**src/rtl/cht_pkg.sv**
```systemverilog
// shared types, codes and constants of the cuckoo hash table
`default_nettype none

package cht_pkg;

    localparam int KEY_W       = 64;
    localparam int BLOCK_W     = 31;
    localparam int WAY_W       = 3;
    localparam int STATUS_W    = 2;
    localparam int CFG_W       = 16;
    localparam int FOLD_CHUNKS = KEY_W / 8;
    localparam logic [CFG_W-1:0] MAX_EVICT_RESET = 16'd10000;

    localparam logic FUNC_INSERT = 1'b0;
    localparam logic FUNC_LOOKUP = 1'b1;

    localparam logic [STATUS_W-1:0] ST_HIT     = 2'd0;
    localparam logic [STATUS_W-1:0] ST_MISS    = 2'd1;
    localparam logic [STATUS_W-1:0] ST_PLACED  = 2'd2;
    localparam logic [STATUS_W-1:0] ST_DROPPED = 2'd3;

    typedef struct packed {
        logic               func;
        logic [KEY_W-1:0]   key;
        logic [BLOCK_W-1:0] block;
        logic [WAY_W-1:0]   way;
    } item_t;

    typedef struct packed {
        logic [STATUS_W-1:0] status;
        logic [WAY_W-1:0]    way;
        logic [KEY_W-1:0]    key;
        logic [BLOCK_W-1:0]  block;
        logic                last;
    } result_t;

    typedef logic [FOLD_CHUNKS-1:0][31:0] weights_t;

    // divisor of the index function of each way
    function automatic logic [31:0] way_div(input int w, input int slots);
        logic [31:0] d;
        case (w)
            0: d = 32'd337;
            1: d = 32'd10003;
            2: d = 32'd11;
            3: d = 32'd23;
            4: d = 32'd17;
            5: d = 32'(slots);
            default: d = 32'd1;
        endcase
        return d;
    endfunction

    // weight of each key byte in the residue modulo an odd divisor
    function automatic weights_t fold_weights(input logic [31:0] d);
        weights_t wt;
        for (int i = 0; i < FOLD_CHUNKS; i++)
        begin
            wt[i] = 32'((64'd1 << (8 * i)) % 64'(d));
        end
        return wt;
    endfunction

    // floor of 2^32 over the divisor
    function automatic logic [31:0] recip(input logic [31:0] d);
        return 32'((64'd1 << 32) / 64'(d));
    endfunction

    // inverse of an odd divisor modulo 2^32, newton iteration
    function automatic logic [31:0] odd_inverse(input logic [31:0] d);
        logic [31:0] x;
        x = d;
        for (int i = 0; i < 5; i++)
        begin
            x = x * (32'd2 - d * x);
        end
        return x;
    endfunction

endpackage

`default_nettype wire

```
**src/rtl/cht_hash.sv**
```systemverilog
// index unit: per-way key division by constants through a residue fold and a reciprocal multiply
`default_nettype none

module cht_hash #(
    parameter int WAYS          = 4,
    parameter int SLOTS_PER_WAY = 1024
) (
    input  wire logic                          clk,
    input  wire logic                          rst_n,
    input  wire logic                          start,
    input  wire logic [cht_pkg::KEY_W-1:0]     key,
    output logic                               done,
    output logic [WAYS-1:0][$clog2(SLOTS_PER_WAY)-1:0] idx
);

    localparam int IDX_W = $clog2(SLOTS_PER_WAY);

    logic [3:0]                 stage_reg;
    logic                       done_reg;
    logic [cht_pkg::KEY_W-1:0]  key_reg;
    logic [WAYS-1:0][IDX_W-1:0] lane_idx;
    logic [WAYS-1:0][IDX_W-1:0] idx_reg;

    for (genvar w = 0; w < WAYS; w++)
    begin : g_lane
        localparam logic [31:0] DIV = cht_pkg::way_div(w, SLOTS_PER_WAY);
        if (DIV == 32'd1)
        begin : g_unit
            assign lane_idx[w] = key_reg[IDX_W-1:0];
        end
        else if (DIV == 32'(SLOTS_PER_WAY))
        begin : g_shift
            assign lane_idx[w] = key_reg[2*IDX_W-1:IDX_W];
        end
        else
        begin : g_odd
            localparam cht_pkg::weights_t WEIGHT = cht_pkg::fold_weights(DIV);
            localparam logic [31:0] RECIP = cht_pkg::recip(DIV);
            localparam logic [31:0] INV   = cht_pkg::odd_inverse(DIV);

            logic [31:0]      sum_reg;
            logic [31:0]      sum_next;
            logic [31:0]      quo_reg;
            logic [63:0]      quo_prod;
            logic [31:0]      rem_reg;
            logic [31:0]      rem_raw;
            logic [31:0]      rem_next;
            logic [IDX_W-1:0] diff;

            // sum congruent to the key modulo the divisor, folded byte by byte
            always_comb
            begin
                sum_next = '0;
                for (int i = 0; i < cht_pkg::FOLD_CHUNKS; i++)
                begin
                    sum_next = sum_next + 32'(key_reg[8*i +: 8]) * WEIGHT[i];
                end
            end

            // quotient estimate is exact or one low
            assign quo_prod = 64'(sum_reg) * 64'(RECIP);
            assign rem_raw  = sum_reg - quo_reg * DIV;
            assign rem_next = (rem_raw >= DIV) ? rem_raw - DIV : rem_raw;

            // low quotient bits from the exact multiple of the divisor
            assign diff        = key_reg[IDX_W-1:0] - rem_reg[IDX_W-1:0];
            assign lane_idx[w] = IDX_W'(diff * INV[IDX_W-1:0]);

            always_ff @(posedge clk)
            begin
                if (stage_reg[0])
                begin
                    sum_reg <= sum_next;
                end
                if (stage_reg[1])
                begin
                    quo_reg <= quo_prod[63:32];
                end
                if (stage_reg[2])
                begin
                    rem_reg <= rem_next;
                end
            end
        end
    end

    always_ff @(posedge clk or negedge rst_n)
    begin
        if (!rst_n)
        begin
            stage_reg <= '0;
            done_reg  <= 1'b0;
        end
        else
        begin
            stage_reg <= {stage_reg[2:0], start};
            done_reg  <= stage_reg[3];
        end
    end

    always_ff @(posedge clk)
    begin
        if (start)
        begin
            key_reg <= key;
        end
        if (stage_reg[3])
        begin
            idx_reg <= lane_idx;
        end
    end

    assign done = done_reg;
    assign idx  = idx_reg;

endmodule

`default_nettype wire

```
**src/rtl/cht_front.sv**
```systemverilog
// front end: accepts requests, computes way indices, queues them
`default_nettype none

module cht_front #(
    parameter int WAYS          = 4,
    parameter int SLOTS_PER_WAY = 1024
) (
    input  wire logic           clk,
    input  wire logic           rst_n,
    input  wire logic           in_valid,
    output logic                in_ready,
    input  wire cht_pkg::item_t in_item,
    output logic                q_valid,
    output cht_pkg::item_t      q_item,
    output logic [WAYS-1:0][$clog2(SLOTS_PER_WAY)-1:0] q_idx,
    input  wire logic           q_pop
);

    localparam int IDX_W = $clog2(SLOTS_PER_WAY);
    localparam int QD    = 2;

    logic           busy_reg;
    cht_pkg::item_t item_reg;
    cht_pkg::item_t item_in;
    logic           hash_done;
    logic [WAYS-1:0][IDX_W-1:0] hash_idx;

    cht_pkg::item_t              qi_reg  [QD];
    logic [WAYS-1:0][IDX_W-1:0]  qx_reg  [QD];
    logic                        wptr_reg;
    logic                        rptr_reg;
    logic [1:0]                  count_reg;
    logic                        accept;

    always_comb
    begin
        logic [cht_pkg::WAY_W-1:0] w;
        item_in = in_item;
        w = in_item.way;
        for (int i = 0; i < 4; i++)
        begin
            if (w >= cht_pkg::WAY_W'(WAYS))
            begin
                w = w - cht_pkg::WAY_W'(WAYS);
            end
        end
        item_in.way = w;
    end

    assign in_ready = !busy_reg && (count_reg < 2'(QD));
    assign accept   = in_valid && in_ready;

    cht_hash #(
        .WAYS          (WAYS),
        .SLOTS_PER_WAY (SLOTS_PER_WAY)
    ) u_hash (
        .clk   (clk),
        .rst_n (rst_n),
        .start (accept),
        .key   (in_item.key),
        .done  (hash_done),
        .idx   (hash_idx)
    );

    always_ff @(posedge clk or negedge rst_n)
    begin
        if (!rst_n)
        begin
            busy_reg  <= 1'b0;
            wptr_reg  <= 1'b0;
            rptr_reg  <= 1'b0;
            count_reg <= '0;
        end
        else
        begin
            if (accept)
            begin
                busy_reg <= 1'b1;
            end
            else if (hash_done)
            begin
                busy_reg <= 1'b0;
            end
            if (hash_done)
            begin
                wptr_reg <= !wptr_reg;
            end
            if (q_pop)
            begin
                rptr_reg <= !rptr_reg;
            end
            count_reg <= count_reg + 2'(hash_done) - 2'(q_pop);
        end
    end

    always_ff @(posedge clk)
    begin
        if (accept)
        begin
            item_reg <= item_in;
        end
        if (hash_done)
        begin
            qi_reg[wptr_reg] <= item_reg;
            qx_reg[wptr_reg] <= hash_idx;
        end
    end

    assign q_valid = (count_reg != 2'd0);
    assign q_item  = qi_reg[rptr_reg];
    assign q_idx   = qx_reg[rptr_reg];

endmodule

`default_nettype wire

```
**config.mk**
```make
export PLATFORM = sky130hd
export DESIGN_NAME = cht_front
export DESIGN_NICKNAME = d
export VERILOG_FILES = /design/src/rtl/cht_pkg.sv /design/src/rtl/cht_hash.sv /design/src/rtl/cht_front.sv
export SDC_FILE = /design/constraint.sdc
export NUM_CORES = 2
export LEC_CHECK = 0
export BUFFER_PORTS_ARGS = -buffer_cell sky130_fd_sc_hd__buf_4
export CORE_AREA = 10 10 516 569
export CTS_BUF_LIST = sky130_fd_sc_hd__clkbuf_16
export DETAILED_ROUTE_END_ITERATION = 10
export DIE_AREA = 0 0 526 579
export PLACE_DENSITY = 0.49
export SYNTH_ARGS = -nofsm -noshare
export SYNTH_HDL_FRONTEND = slang
export SYNTH_SLANG_ARGS = --single-unit
```
**constraint.sdc**
```tcl
create_clock -name clk -period 9.6 [get_ports clk]
set_input_delay 1.44 -clock clk [delete_from_list [all_inputs] [get_ports clk]]
set_output_delay 1.44 -clock clk [all_outputs]
set_load 0.01 [all_outputs]
```
==> flow_metrics.tcl <==
set metrics [dict create \
    status "finished clean" \
    placed_cells 11700 \
    r2r-end "u_hash.g_lane[1].g_odd.sum_reg[23]" \
    first_pass_iters 5 \
    insertion_delay_ps 760 \
    worstMarginPinSlew_ps 1070 \
    coreArea_sq_um 282000 \
    crit_path_top_delay_cell "fa_1" \
    rrSetupSlack_ps 300 \
    io_buffers 242 \
    dieArea_sq_um 305000 \
    overflow 0 \
    synth_most_common_cell "inv_1" \
    drt_iter0_drc 2046 \
    async_reset_ff_share_pct 1.68 \
    nets 11000 \
    root_buffer "clkbuf_16" \
    synth_commonest_cells "inv_1 (2,188), ha_1 (1,732), fa_1 (1,177), edfxtp_1 (585), xnor2_1 (224)" \
    maxCapViolCount 0 \
    post-route-period-util_pct 96.9 \
    stdcell_count 11800 \
    clkSlewWorstSetupHoldPaths_ps 70 \
    crit_path_max_fanout 4 \
    start_util_pct 29.8 \
    reg2reg_depth 33 \
    track_usage_pct 14.8 \
    numCtsBuffers 77 \
    synth_nets 10600 \
    ys_ff_latch 595 \
    fmax_mhz 107 \
    fp-row-count 205 \
    largest_reg_flops 198 \
    finalMaxSlewViolations 0 \
    fin_crit_ps 9300 \
    clk_path_buf_depth 3 \
    crit_path_frequent_cell "fa_1" \
    htreeDepth 3 \
    cp.buffers_inverters 11 \
    worstPathArrival_ps 9770 \
    grt_max_degree 105 \
    hold_viol 0 \
    gp_congestion 0.897 \
    antenna_left 0 \
    synth_top_cell_by_area "fa_1" \
    holdWs_ps 394 \
    setup_slack_ps 297 \
    cts_tree "done" \
    setup_viol 0 \
    cts_sinks 595 \
    tns_ps 0 \
    clock_skew_ps 76.8 \
    ys_seq_area_share_pct 21.2 \
    drc_errors 0 \
    cp.required_ps 10060 \
    min-delay-start "u_hash.stage_reg[1]" \
    yosysUniqueCellTypes 90 \
    cts-hold-fix-buffers 0 \
    path_class "reg -> reg" \
    synth.area.top_cells "fa_1 (28%), ha_1 (26%), edfxtp_1 (21%)" \
    whs_endpoint "u_hash.stage_reg[2]" \
    yosys_most_used_dff "edfxtp_1" \
    vias 52300 \
    start_kind "register" \
    antenna_found_initial 8 \
    grt_pass1_vias 57600 \
    critPathTopFamily "adder cells" \
    slowest_delay_ps 560 \
    ys_warn_count 0 \
    r2r_start "u_hash.key_reg[50]" \
    syn-cell-area_sq_um 84000 \
    grt_pass1_wl_um 346000 \
    die_h_um 579 \
    wl_um 224000 \
    syn_inst 7585 \
    viasPerCell 4.43 \
    area_growth_pct 12.5 \
    io_pins 244 \
    pre_cts_ws_ps -69.0 \
    synth_edf_count 585 \
    wl_per_cell_um 19.0 \
    drive_gt1_share_pct 9.45 \
    die_x_um 526 \
    dp_hpwl_um 188000 \
    min_path_cells 0 \
    cp-end-kind "register" \
    slew_headroom_pct 28.5 \
    synth.avg_cell_area_sq_um 11.1 \
    hold_class "reg -> reg" \
    yosysTopAreaCellShare_pct 28.0 \
]
cells by family (layout without fill, tap and decap cells):
logic type	Yosys count	in the layout	share of synthesized area, %
compound gates	749	749	5.85
xor+xnor	326	326	3.40
fa+ha+maj	2909	2909	53.8
buf+inv	2217	2710	9.92
flops	595	595	21.2
mux	153	153	2.05
other cells	1	3	0.00446
simple gates	635	635	3.74
worst reg2reg max path, delay by kind of cell (launching register included):
family	cells	cell delay [ps]
AOI/OAI and AO/OA	5	860
adders and majority gates	14	6310
DFF	1	470
and+or+nand+nor	3	480
buffers and inverters	11	890
layer usage:
metal,track usage [%],routed length [um],vias to the layer above
met2,26.5,112000,596
met5,0,0,-
met1,19.0,100000,26300
li1,-,-,25300
met4,3.49,5570,0
met3,1.57,6150,214
final cells by class:
class	instances	area, sq um
diodes	2	5.00
clock buffers	77	1930
clock inverters	61	664
fillers	28400	187000
inverters	2189	8220
multi-input cells	4773	58300
flip-flops and latches	595	17800
well taps	3726	4660
repair buffers	383	2920
cells in the final DEF (no fill, tap or decap), drive strengths merged, types with 10 or more instances in the layout:
cell type  instances
o21a              42
clkbuf            77
nand2            130
xor2             102
mux2             145
o211ai            12
clkinv            25
or2               17
o21ai            151
and3              14
edfxtp           585
nor4              15
nand3             42
a2111oi           11
ha              1732
nor2b             52
o2111ai           12
a31oi             13
nor3              47
a211oi            19
dfrtp             10
nand4             23
xnor2            224
and2              19
inv             2213
o31ai             13
nand2b            40
fa              1177
a21o              96
buf              383
or3               14
nor2             190
a21boi            29
a21oi            219
o21bai            40
timing repair:
| item | CTS | global route |
|---|---|---|
| buffers inserted | 0 | 15 |
| setup endpoints to repair | 2 | 8 |
| resized for setup | 4 | 84 |
| pin swaps | 2 | 49 |
| hold endpoints to repair | 0 | 0 |
worst max-delay path by stage:
stage                             startpoint                                  to  depth (start not counted)  slack, ps
after detailed placement  u_hash.key_reg[50]  u_hash.g_lane[1].g_odd.sum_reg[22]                         33        -70
after floorplan           u_hash.key_reg[51]  u_hash.g_lane[1].g_odd.sum_reg[22]                         35        250
after global placement    u_hash.key_reg[50]  u_hash.g_lane[1].g_odd.sum_reg[22]                         33        -70
after CTS                 u_hash.key_reg[50]  u_hash.g_lane[1].g_odd.sum_reg[22]                         35          4
after global routing      u_hash.key_reg[50]  u_hash.g_lane[1].g_odd.sum_reg[23]                         33        -70
final                     u_hash.key_reg[50]  u_hash.g_lane[1].g_odd.sum_reg[23]                         33        300
stage by stage:
stage	area, sq um	util, %
6_report	94500	33.5
2_1_floorplan	84000	-
3_5_place_dp	91400	32.4
5_1_grt	94500	33.5
4_1_cts	94000	33.3
3_3_place_gp	91400	32.4
Power is not shown: default switching activity piles up to over one toggle a cycle in this logic, so the estimate is an artifact.
